[src/rtl/bcat_pkg.sv]
package bcat_pkg;

  localparam int TABLE_BLOCKS     = 64;
  localparam int FIRST_DATA_BLOCK = 5;
  localparam int BLK_W            = $clog2(TABLE_BLOCKS);
  localparam int STEP_W           = $clog2(TABLE_BLOCKS + 1);
  localparam int LINK_W           = 16;

  localparam logic [LINK_W-1:0] END_MARK = 16'hFFFF;
  localparam logic [BLK_W-1:0]  MAX_FREE = BLK_W'(TABLE_BLOCKS - FIRST_DATA_BLOCK);
  localparam logic [BLK_W-1:0]  LAST_RESET = BLK_W'(FIRST_DATA_BLOCK - 1);

  typedef enum logic [1:0] {
    OP_ALLOC  = 2'd0,
    OP_FREE   = 2'd1,
    OP_LOOKUP = 2'd2,
    OP_FORMAT = 2'd3
  } op_kind_t;

  typedef enum logic [1:0] {
    ST_OK        = 2'd0,
    ST_NO_SPACE  = 2'd1,
    ST_RANGE     = 2'd2,
    ST_BAD_COUNT = 2'd3
  } op_status_t;

  typedef struct packed {
    op_kind_t        kind;
    logic [BLK_W-1:0] block_count;
    logic [BLK_W-1:0] start_block;
    logic [BLK_W-1:0] position;
  } req_t;

  typedef struct packed {
    op_status_t      status;
    logic [BLK_W-1:0] block;
    logic [BLK_W-1:0] free_blocks;
    logic [BLK_W-1:0] last_allocated;
  } rsp_t;

endpackage

[src/rtl/block_chain_allocation_table.sv]
// Linked block-chain allocation table.
// Request channel (req_valid, req_stall, req): one item is one operation:
// allocate a chain of the lowest free blocks, free a chain, find the nth
// block of a chain, or format the table. req_stall stays high from the
// cycle after an item is taken until its result has been loaded into the
// response register, so one operation is in progress at a time.
// Response channel (rsp_valid, rsp_stall, rsp): one item per request, held
// in an output register until taken; a new request is accepted while a
// result still waits there, and the block waits in its final step only when
// a second result is ready before the first one is taken.
// Format and rejected requests go straight to the final step. Allocate scans
// the free flags one block per cycle twice, once to count and once to link.
// Free does one table read and then one update per chain link; lookup reads
// one link per step. The link table has a single read port.
// Reset (synchronous, rst high) marks every block free, sets the free count
// to TABLE_BLOCKS - FIRST_DATA_BLOCK and empties the response register;
// format has the same effect on the table.
module block_chain_allocation_table (
  input  logic           clk,
  input  logic           rst,
  input  logic           req_valid,
  output logic           req_stall,
  input  bcat_pkg::req_t req,
  output logic           rsp_valid,
  input  logic           rsp_stall,
  output bcat_pkg::rsp_t rsp
);
  import bcat_pkg::*;

  typedef enum logic [3:0] {
    S_IDLE,
    S_A_COUNT,
    S_A_LINK,
    S_A_END,
    S_F_READ,
    S_F_STEP,
    S_F_FIN,
    S_L_CHECK,
    S_L_STEP,
    S_DONE
  } state_t;

  state_t                state;
  logic [STEP_W-1:0]     cur;
  logic [STEP_W-1:0]     cnt;
  logic [BLK_W-1:0]      target;
  logic [BLK_W-1:0]      prev;
  logic [BLK_W-1:0]      first;
  logic [BLK_W-1:0]      free_count;
  logic [BLK_W-1:0]      last_slot;
  op_status_t            res_status;
  logic [BLK_W-1:0]      res_block;
  logic [TABLE_BLOCKS-1:0] used;

  logic [LINK_W-1:0]     mem [TABLE_BLOCKS];
  logic [LINK_W-1:0]     rdata;
  logic [LINK_W-1:0]     entry;
  logic                  mem_we;
  logic [BLK_W-1:0]      mem_waddr;
  logic [LINK_W-1:0]     mem_wdata;
  logic [BLK_W-1:0]      cur_idx;
  logic [STEP_W:0]       free_sum;
  logic                  link_hit;

  function automatic logic is_data(input logic [LINK_W-1:0] v);
    return (v >= LINK_W'(FIRST_DATA_BLOCK)) && (v < LINK_W'(TABLE_BLOCKS));
  endfunction

  assign cur_idx   = cur[BLK_W-1:0];
  assign entry     = used[cur_idx] ? rdata : '0;
  assign free_sum  = (STEP_W+1)'(free_count) + (STEP_W+1)'(cnt);
  assign req_stall = (state != S_IDLE);
  assign link_hit  = (cnt != STEP_W'(target)) && !used[cur_idx];

  always_comb begin
    mem_we    = 1'b0;
    mem_waddr = prev;
    mem_wdata = END_MARK;
    case (state)
      S_A_LINK: begin
        if (link_hit && cnt != '0) begin
          mem_we    = 1'b1;
          mem_wdata = LINK_W'(cur_idx);
        end
      end
      S_A_END: mem_we = 1'b1;
      default: ;
    endcase
  end

  always_ff @(posedge clk) begin
    if (mem_we) begin
      mem[mem_waddr] <= mem_wdata;
    end
    rdata <= mem[cur_idx];
  end

  always_ff @(posedge clk) begin
    if (rst) begin
      state      <= S_IDLE;
      rsp_valid  <= 1'b0;
      used       <= '0;
      free_count <= MAX_FREE;
      last_slot  <= LAST_RESET;
    end else begin
      if (rsp_valid && !rsp_stall && state != S_DONE) begin
        rsp_valid <= 1'b0;
      end
      unique case (state)
        S_IDLE: begin
          if (req_valid) begin
            res_block <= '0;
            unique case (req.kind)
              OP_ALLOC: begin
                if (req.block_count == '0) begin
                  res_status <= ST_BAD_COUNT;
                  state      <= S_DONE;
                end else if (free_count < req.block_count) begin
                  res_status <= ST_NO_SPACE;
                  state      <= S_DONE;
                end else begin
                  cur    <= STEP_W'(FIRST_DATA_BLOCK);
                  cnt    <= '0;
                  target <= req.block_count;
                  state  <= S_A_COUNT;
                end
              end
              OP_FREE: begin
                if (!is_data(LINK_W'(req.start_block))) begin
                  res_status <= ST_RANGE;
                  state      <= S_DONE;
                end else begin
                  cur   <= STEP_W'(req.start_block);
                  cnt   <= '0;
                  state <= S_F_READ;
                end
              end
              OP_LOOKUP: begin
                cur    <= STEP_W'(req.start_block);
                cnt    <= '0;
                target <= req.position;
                state  <= S_L_CHECK;
              end
              OP_FORMAT: begin
                used       <= '0;
                free_count <= MAX_FREE;
                last_slot  <= LAST_RESET;
                res_status <= ST_OK;
                state      <= S_DONE;
              end
            endcase
          end
        end
        S_A_COUNT: begin
          if (cur < STEP_W'(TABLE_BLOCKS) && cnt < STEP_W'(target)) begin
            if (!used[cur_idx]) begin
              cnt <= cnt + 1'b1;
            end
            cur <= cur + 1'b1;
          end else if (cnt < STEP_W'(target)) begin
            res_status <= ST_NO_SPACE;
            state      <= S_DONE;
          end else begin
            cur   <= STEP_W'(FIRST_DATA_BLOCK);
            cnt   <= '0;
            state <= S_A_LINK;
          end
        end
        S_A_LINK: begin
          if (cnt == STEP_W'(target)) begin
            state <= S_A_END;
          end else begin
            if (link_hit) begin
              if (cnt == '0) begin
                first <= cur_idx;
              end else begin
                used[prev] <= 1'b1;
              end
              prev <= cur_idx;
              cnt  <= cnt + 1'b1;
            end
            cur <= cur + 1'b1;
          end
        end
        S_A_END: begin
          used[prev] <= 1'b1;
          free_count <= free_count - target;
          last_slot  <= prev;
          res_status <= ST_OK;
          res_block  <= first;
          state      <= S_DONE;
        end
        S_F_READ: begin
          state <= S_F_STEP;
        end
        S_F_STEP: begin
          used[cur_idx] <= 1'b0;
          cnt           <= cnt + 1'b1;
          if (entry == END_MARK || !is_data(entry)
              || cnt == STEP_W'(TABLE_BLOCKS - 1)) begin
            state <= S_F_FIN;
          end else begin
            cur   <= STEP_W'(entry[BLK_W-1:0]);
            state <= S_F_READ;
          end
        end
        S_F_FIN: begin
          if (free_sum > (STEP_W+1)'(MAX_FREE)) begin
            free_count <= MAX_FREE;
          end else begin
            free_count <= free_sum[BLK_W-1:0];
          end
          res_status <= ST_OK;
          state      <= S_DONE;
        end
        S_L_CHECK: begin
          if (cnt == STEP_W'(target)) begin
            if (is_data(LINK_W'(cur))) begin
              res_status <= ST_OK;
              res_block  <= cur_idx;
            end else begin
              res_status <= ST_RANGE;
            end
            state <= S_DONE;
          end else if (!is_data(LINK_W'(cur))) begin
            res_status <= ST_RANGE;
            state      <= S_DONE;
          end else begin
            state <= S_L_STEP;
          end
        end
        S_L_STEP: begin
          if (entry == END_MARK) begin
            res_status <= ST_RANGE;
            state      <= S_DONE;
          end else begin
            cur   <= STEP_W'(entry[BLK_W-1:0]);
            cnt   <= cnt + 1'b1;
            state <= S_L_CHECK;
          end
        end
        S_DONE: begin
          if (!rsp_valid || !rsp_stall) begin
            rsp_valid          <= 1'b1;
            rsp.status         <= res_status;
            rsp.block          <= res_block;
            rsp.free_blocks    <= free_count;
            rsp.last_allocated <= last_slot;
            state              <= S_IDLE;
          end
        end
      endcase
    end
  end

endmodule
[config.mk]
export PLATFORM = sky130hd
export DESIGN_NAME = block_chain_allocation_table
export DESIGN_NICKNAME = d
export VERILOG_FILES = /design/src/rtl/bcat_pkg.sv /design/src/rtl/block_chain_allocation_table.sv
export SDC_FILE = /design/constraint.sdc
export NUM_CORES = 1
export LEC_CHECK = 0
export ABC_AREA = 1
export BUFFER_PORTS_ARGS = -buffer_cell sky130_fd_sc_hd__buf_4
export CORE_AREA = 2 2 325 327
export DETAILED_ROUTE_END_ITERATION = 16
export DIE_AREA = 0 0 327 329
export GPL_TIMING_DRIVEN = 0
export PLACE_DENSITY_LB_ADDON = 0.12
export SLEW_MARGIN = 20
export SYNTH_ARGS = -nofsm -noshare
export SYNTH_HDL_FRONTEND = slang
export SYNTH_SLANG_ARGS = --single-unit
[constraint.sdc]
create_clock -name clk -period 3.3 [get_ports clk]
set_input_delay 0.495 -clock clk [delete_from_list [all_inputs] [get_ports clk]]
set_output_delay 0.495 -clock clk [all_outputs]
set_load 0.02 [all_outputs]
Word-level counts from Yosys, hierarchy flattened
Memories as Yosys holds them, arrays and structs flattened. A register that Yosys moved wholly into a read port is not among the register bits.
Cells that the tools add are included.

word-level totals
  flip-flop bits (word level) = 141
  memory bits (writable) = 1,024
  input port bits = 24
  output and inout port bits = 22
  word-level logic and storage cells = 209
  memories = 1

memory list
  name  words  width  rd ports  clocked after Yosys merged registers in  wr ports  line                                source
  mem   64     16     1         1                                        1         block_chain_allocation_table.sv:55  logic [LINK_W-1:0] mem [TABLE_BLOCKS];

operators by class
  add/subtract/negate cells = 4
  order comparisons = 13
  equality and inequality tests = 43
  multiplexer cells = 85
  bitwise operators = 5
  reductions and logical operators = 42

operators with widths
  cell                                                                     count
  64-bit two-way mux                                                       5
  64-bit case mux with 4 select lines                                      1
  7-bit two-way mux                                                        19
  7-bit case mux with 5 select lines                                       2
  64-bit bitwise AND                                                       1
  64-bit inverter                                                          1
  64-bit bitwise OR                                                        1
  6-bit two-way mux                                                        10
  16-bit two-way mux                                                       3
  7-bit case mux with 3 select lines                                       2
  4-bit two-way mux                                                        9
  4-bit case mux with 9 select lines                                       1
  6-bit case mux with 3 select lines                                       2
  2-bit inequality test (second input constant)                            15
  6-bit case mux with 2 select lines                                       2
  2-bit two-way mux                                                        11
  3-bit inequality test (second input constant)                            7
  16-bit == test (second input constant)                                   1
  4-bit by 3-bit == test with 1-bit output (second input constant)         4
  16-bit by 3-bit >= comparator with 1-bit output (second input constant)  1
  16-bit by 7-bit < comparator with 1-bit output (second input constant)   1
  4-bit case mux with 4 select lines                                       1
  7-bit by 1-bit adder with 7-bit output (second input constant)           2
  6-bit by 7-bit < comparator with 1-bit output (second input constant)    2
  47 further kinds                                                         88

Depth between registers and ports, before layout
  depth after elaboration = 10
  mapped depth = 18
  gate-level depth less buffers = 15

Worst setup path before layout
No wires, ideal clock.

  path kind = reg2reg
  from = register cur[0]
  to = memory mem[47][0], enable pin
  setup time = 0.380 ns
  arrival = 2.431 ns
  required time = 2.920 ns
  setup slack = 0.489 ns
  cell stages (with the launch flop) = 15
  path buffers = 3
  clock period less this slack = 2.811 ns
  path through = edfxtp_1 > buf_6 > buf_4 > o211ai_1 > nand2_1 > o21ai_1 > nand2_1 > nor2_1 > nand2_1 > nor2_2 > nand2_2 > nor2_4 > nor2_4 > buf_2 > nor3_1

between the ends
  cells in the longest elaborated chain, start to end = 9

RTL lines
  item                                       line                                 source
  start: declaration                         block_chain_allocation_table.sv:44   logic [STEP_W-1:0] cur;
  start signal: assignment                   block_chain_allocation_table.sv:122  cur <= STEP_W'(FIRST_DATA_BLOCK);
  start signal: assignment                   block_chain_allocation_table.sv:133  cur <= STEP_W'(req.start_block);
  start signal: assignment                   block_chain_allocation_table.sv:139  cur <= STEP_W'(req.start_block);
  1-bit binary-select mux with 6-bit select  block_chain_allocation_table.sv:73   assign link_hit = (cnt != STEP_W'(target)) && !used[cur_idx];
  1-bit two-way mux (implied by the code)    block_chain_allocation_table.sv:73
  1-bit logical NOT                          --
  1-bit logical AND                          block_chain_allocation_table.sv:73
  1-bit logical AND                          block_chain_allocation_table.sv:81   if (link_hit && cnt != '0) begin
  1-bit two-way mux                          block_chain_allocation_table.sv:81
  1-bit case mux with 2 select lines         block_chain_allocation_table.sv:79   case (state)
  1-bit two-way mux                          block_chain_allocation_table.sv:92   if (mem_we) begin
  1-bit two-way mux (implied by the code)    block_chain_allocation_table.sv:93   mem[mem_waddr] <= mem_wdata;
  end: declaration                           block_chain_allocation_table.sv:55

No other way between the ends. The select of a mux whose other input is x is not followed.

==> results.toml <==
[synth]
synth_seq_area_share_pct = 66.04
avgSynthCellArea_um2 = 11.30
syn_inst = 2280
netlist_area_um2 = 25770
synthFlopType = "edfxtp_1"
synth_edf_count = 508
synth_seq_cells = 596
synth-async-reset-ratio_pct = 0
yosysUniqueCellTypes = 51
yosys_warnings = 0
syn-num-nets = 2336

[timing]
max_freq_ghz = 0.3039
fin_crit_ns = 3.291
hold_viol_final = 0
worstMarginPinSlew_ns = 1.156
setup_violations = 0
max_slew_margin_pct = 22.32
skew_ns = 0.03932
drv_slew = 0
rsz0062_at_grt = "false"
min_period_over_period_pct = 99.71
hold_ws_ns = 0.1494

[critical_path]
worstPathRequired_ns = 3.78
crit_slowest_cell = "a221oi_2"
rr_worst_depth = 13
regToRegSetupSlack_ns = 0.009
r2r-end = "rdata[3]"
crit_type = "reg -> reg"
cpPeakStageDelay_ns = 0.41
crit_fanout = 10
r2r-start = "cur[0]"
cp-startpoint = "cur[0]"
start_kind = "flop"
cp_cell_sequence = "buf_6 > inv_2 > buf_12 > buf_12 > buf_4 > nand2_1 > inv_2 > clkbuf_4 > a221oi_2 > nand4_1 > nand2_1 > nand4_1 > or2_1"
cp.arrival_ns = 3.77
cp-end-kind = "flop"

[clocking]
cts_tree = "yes"
cts_inserted_buffers = 74
clock_latency_ns = 0.67
clockBufferDepth = 3
clock_sinks = 596
htree_levels = 3
cts_root_buffer = "clkbuf_16"
clk_pin_slew_ns = 0.06
hold_buffers = 0

[drt]
via_count = 20090
viasPerCell = 5.064
postRouteAntennaNets = 0
drt-total-wl_um = 107700
wl_per_cell_um = 27.15
drc = 0
first_pass_iters = 7
drt-initial-drc-count = 2341

[final_layout]
drive_gt1_share_pct = 18.74
stdcell_area_um2 = 33000
layout_commonest_cell = "nand2_1"
antennaDiodeCount = 0
nets = 2574
area_delta_synth_final_pct = 28.05
layout_common_cells = "nand2_1, edfxtp_1, inv_1"
fin_util_pct = 31.61

[floorplan]
die_w_um = 327
fp.coreArea_um2 = 104400
std_cell_rows = 119
start_util_pct = 24.69
die_h_um = 329
dieArea_um2 = 107600
num_io_pins = 46

[global_route]
grt_remaining_overflow = 0
grt_start_max_net_pins = 65
antenna_found_initial = 1
track_usage_pct = 19.73
grt_pass1_wl_um = 150300
grt_pass1_vias = 19550

[min_path]
hp-start = "rsp_stall"
hold_path_class = "in -> reg"
whs_path_depth = 3
holdPathEnd = "rsp_valid"

[power_and_ir_drop]
power.density_nw_per_um2 = 876.8
peakVddDrop_v = 0.0004425
p_leak_nw = 11.39
p_total_mw = 28.93

[placement]
dp_hpwl_um = 72970
place_congestion = 0.8881
placed_area_um2 = 28310
port_buffers = 44

[status]
status = "finished, final reports clean"

[flow_run]
cap_violations = 0
## metal layers
layer | wire (µm) | vias to the layer above | track usage [%] | share of wire (%)
met5 | 0 | - | 0 | 0
met4 | 3626 | 0 | 6.970 | 3.4
li1 | - | 8811 | - | -
met1 | 49180 | 10340 | 27.81 | 46
met2 | 48790 | 762 | 31.13 | 45
met3 | 6145 | 180 | 2.553 | 5.7
## repair_timing
item | in CTS | in global routing
cloned | 3 | 1
resized for setup | 200 | 36
endpoints found under the setup margin | 975 | 667
setup buffers | 76 | 13
pin swaps | 53 | 13
## logic make-up after synthesis
logic type      share of synthesized area [%]
fa+ha+maj                               1.612
flops                                   66.04
mux                                   0.04370
buf+inv                                 5.069
compound gates                          12.74
simple gates                            14.20
xor+xnor                               0.3059
## cells in the mapped netlist (3+ instances only)
master | n | area share [%]
inv_2 | 9 | 0.13
nor3b_1 | 8 | 0.23
o211ai_1 | 6 | 0.17
a211oi_1 | 3 | 0.087
a22oi_1 | 56 | 1.6
dfxtp_1 | 88 | 6.8
o21ai_0 | 73 | 1.4
nand2_1 | 544 | 7.9
nor2_1 | 125 | 1.8
nand3_1 | 58 | 1.1
o22ai_1 | 7 | 0.17
a21oi_1 | 85 | 1.7
edfxtp_1 | 508 | 59
nor2_2 | 3 | 0.073
xor2_1 | 6 | 0.20
a22o_1 | 39 | 1.3
inv_1 | 178 | 2.6
buf_2 | 27 | 0.52
buf_6 | 16 | 0.70
or2_1 | 4 | 0.097
buf_4 | 5 | 0.15
o31ai_1 | 4 | 0.12
clkinv_1 | 3 | 0.044
ha_1 | 30 | 1.5
a31oi_1 | 3 | 0.073
nor3_1 | 41 | 0.80
buf_1 | 6 | 0.087
a32o_1 | 60 | 2.3
nor2_4 | 3 | 0.13
clkbuf_1 | 58 | 0.84
nor3_2 | 4 | 0.16
o2bb2ai_1 | 3 | 0.10
a221oi_1 | 59 | 2.0
o21ai_1 | 65 | 1.3
nand4_1 | 68 | 1.7
xnor2_1 | 3 | 0.10
## worst max-delay path by stage
| stage | endpoint | slack [ns] | cells after the start |
|---|---|---|---|
| finish | rdata[3] | 0.009 | 13 |
| floorplan | mem[47][0] | 0.49 | 14 |
| detailed placement | mem[11][5] | -1.20 | 16 |
| global placement | mem[24][2] | -1.79 | 14 |
| global route | mem[15][5] | 0.002 | 17 |
| CTS | rdata[5] | 0.005 | 14 |
## where the power goes
group / switching [mW] / internal [mW]
Sequential: 0.424 / 9.27
Clock: 3.41 / 4.70
Combinational: 7.82 / 3.31
Total: 11.7 / 17.3
## area by class of cell
class                      count  area, µm²
buffer                       112      790.8
clock buffer                  87       1972
clock inverter                48      437.9
fill                       10520      71380
inverter                     190      730.7
multi-input combinational   1384       8264
sequential                   596      17020
tap                         1391       1740
timing repair buffer         160       2044
## through the flow
| stage | cells | setup slack (ns) | setup TNS, ns |
|---|---|---|---|
| global placement | 3715 | -1.787 | -1179.78 |
| detailed placement | 3740 | -1.202 | -638.76 |
| finish | 3968 | 0.009407 | 0 |
| CTS | 3954 | 0.005422 | 0 |
| global route | 3968 | 0.002152 | 0 |
| floorplan | 2280 | 0.4890 | 0 |
## critical path: cells and delay by family, from the launching register on
family,cells,cell delay [ns]
buf+inv,7,1.23
simple gates,5,1.09
compound gates,1,0.41
flops,1,0.34
## sequential cells by signal, indices dropped and copies added (netlist names)
name	count
cur	7
rsp	20
mem	448
free_count	6
cnt	7
used	64
res_block	6
last_slot	6
res_status	2
mem_waddr	6
target	6
rdata	7
first	6
rsp_valid	1
state	4
No activity file was read; power rests on OpenSTA's default activity.
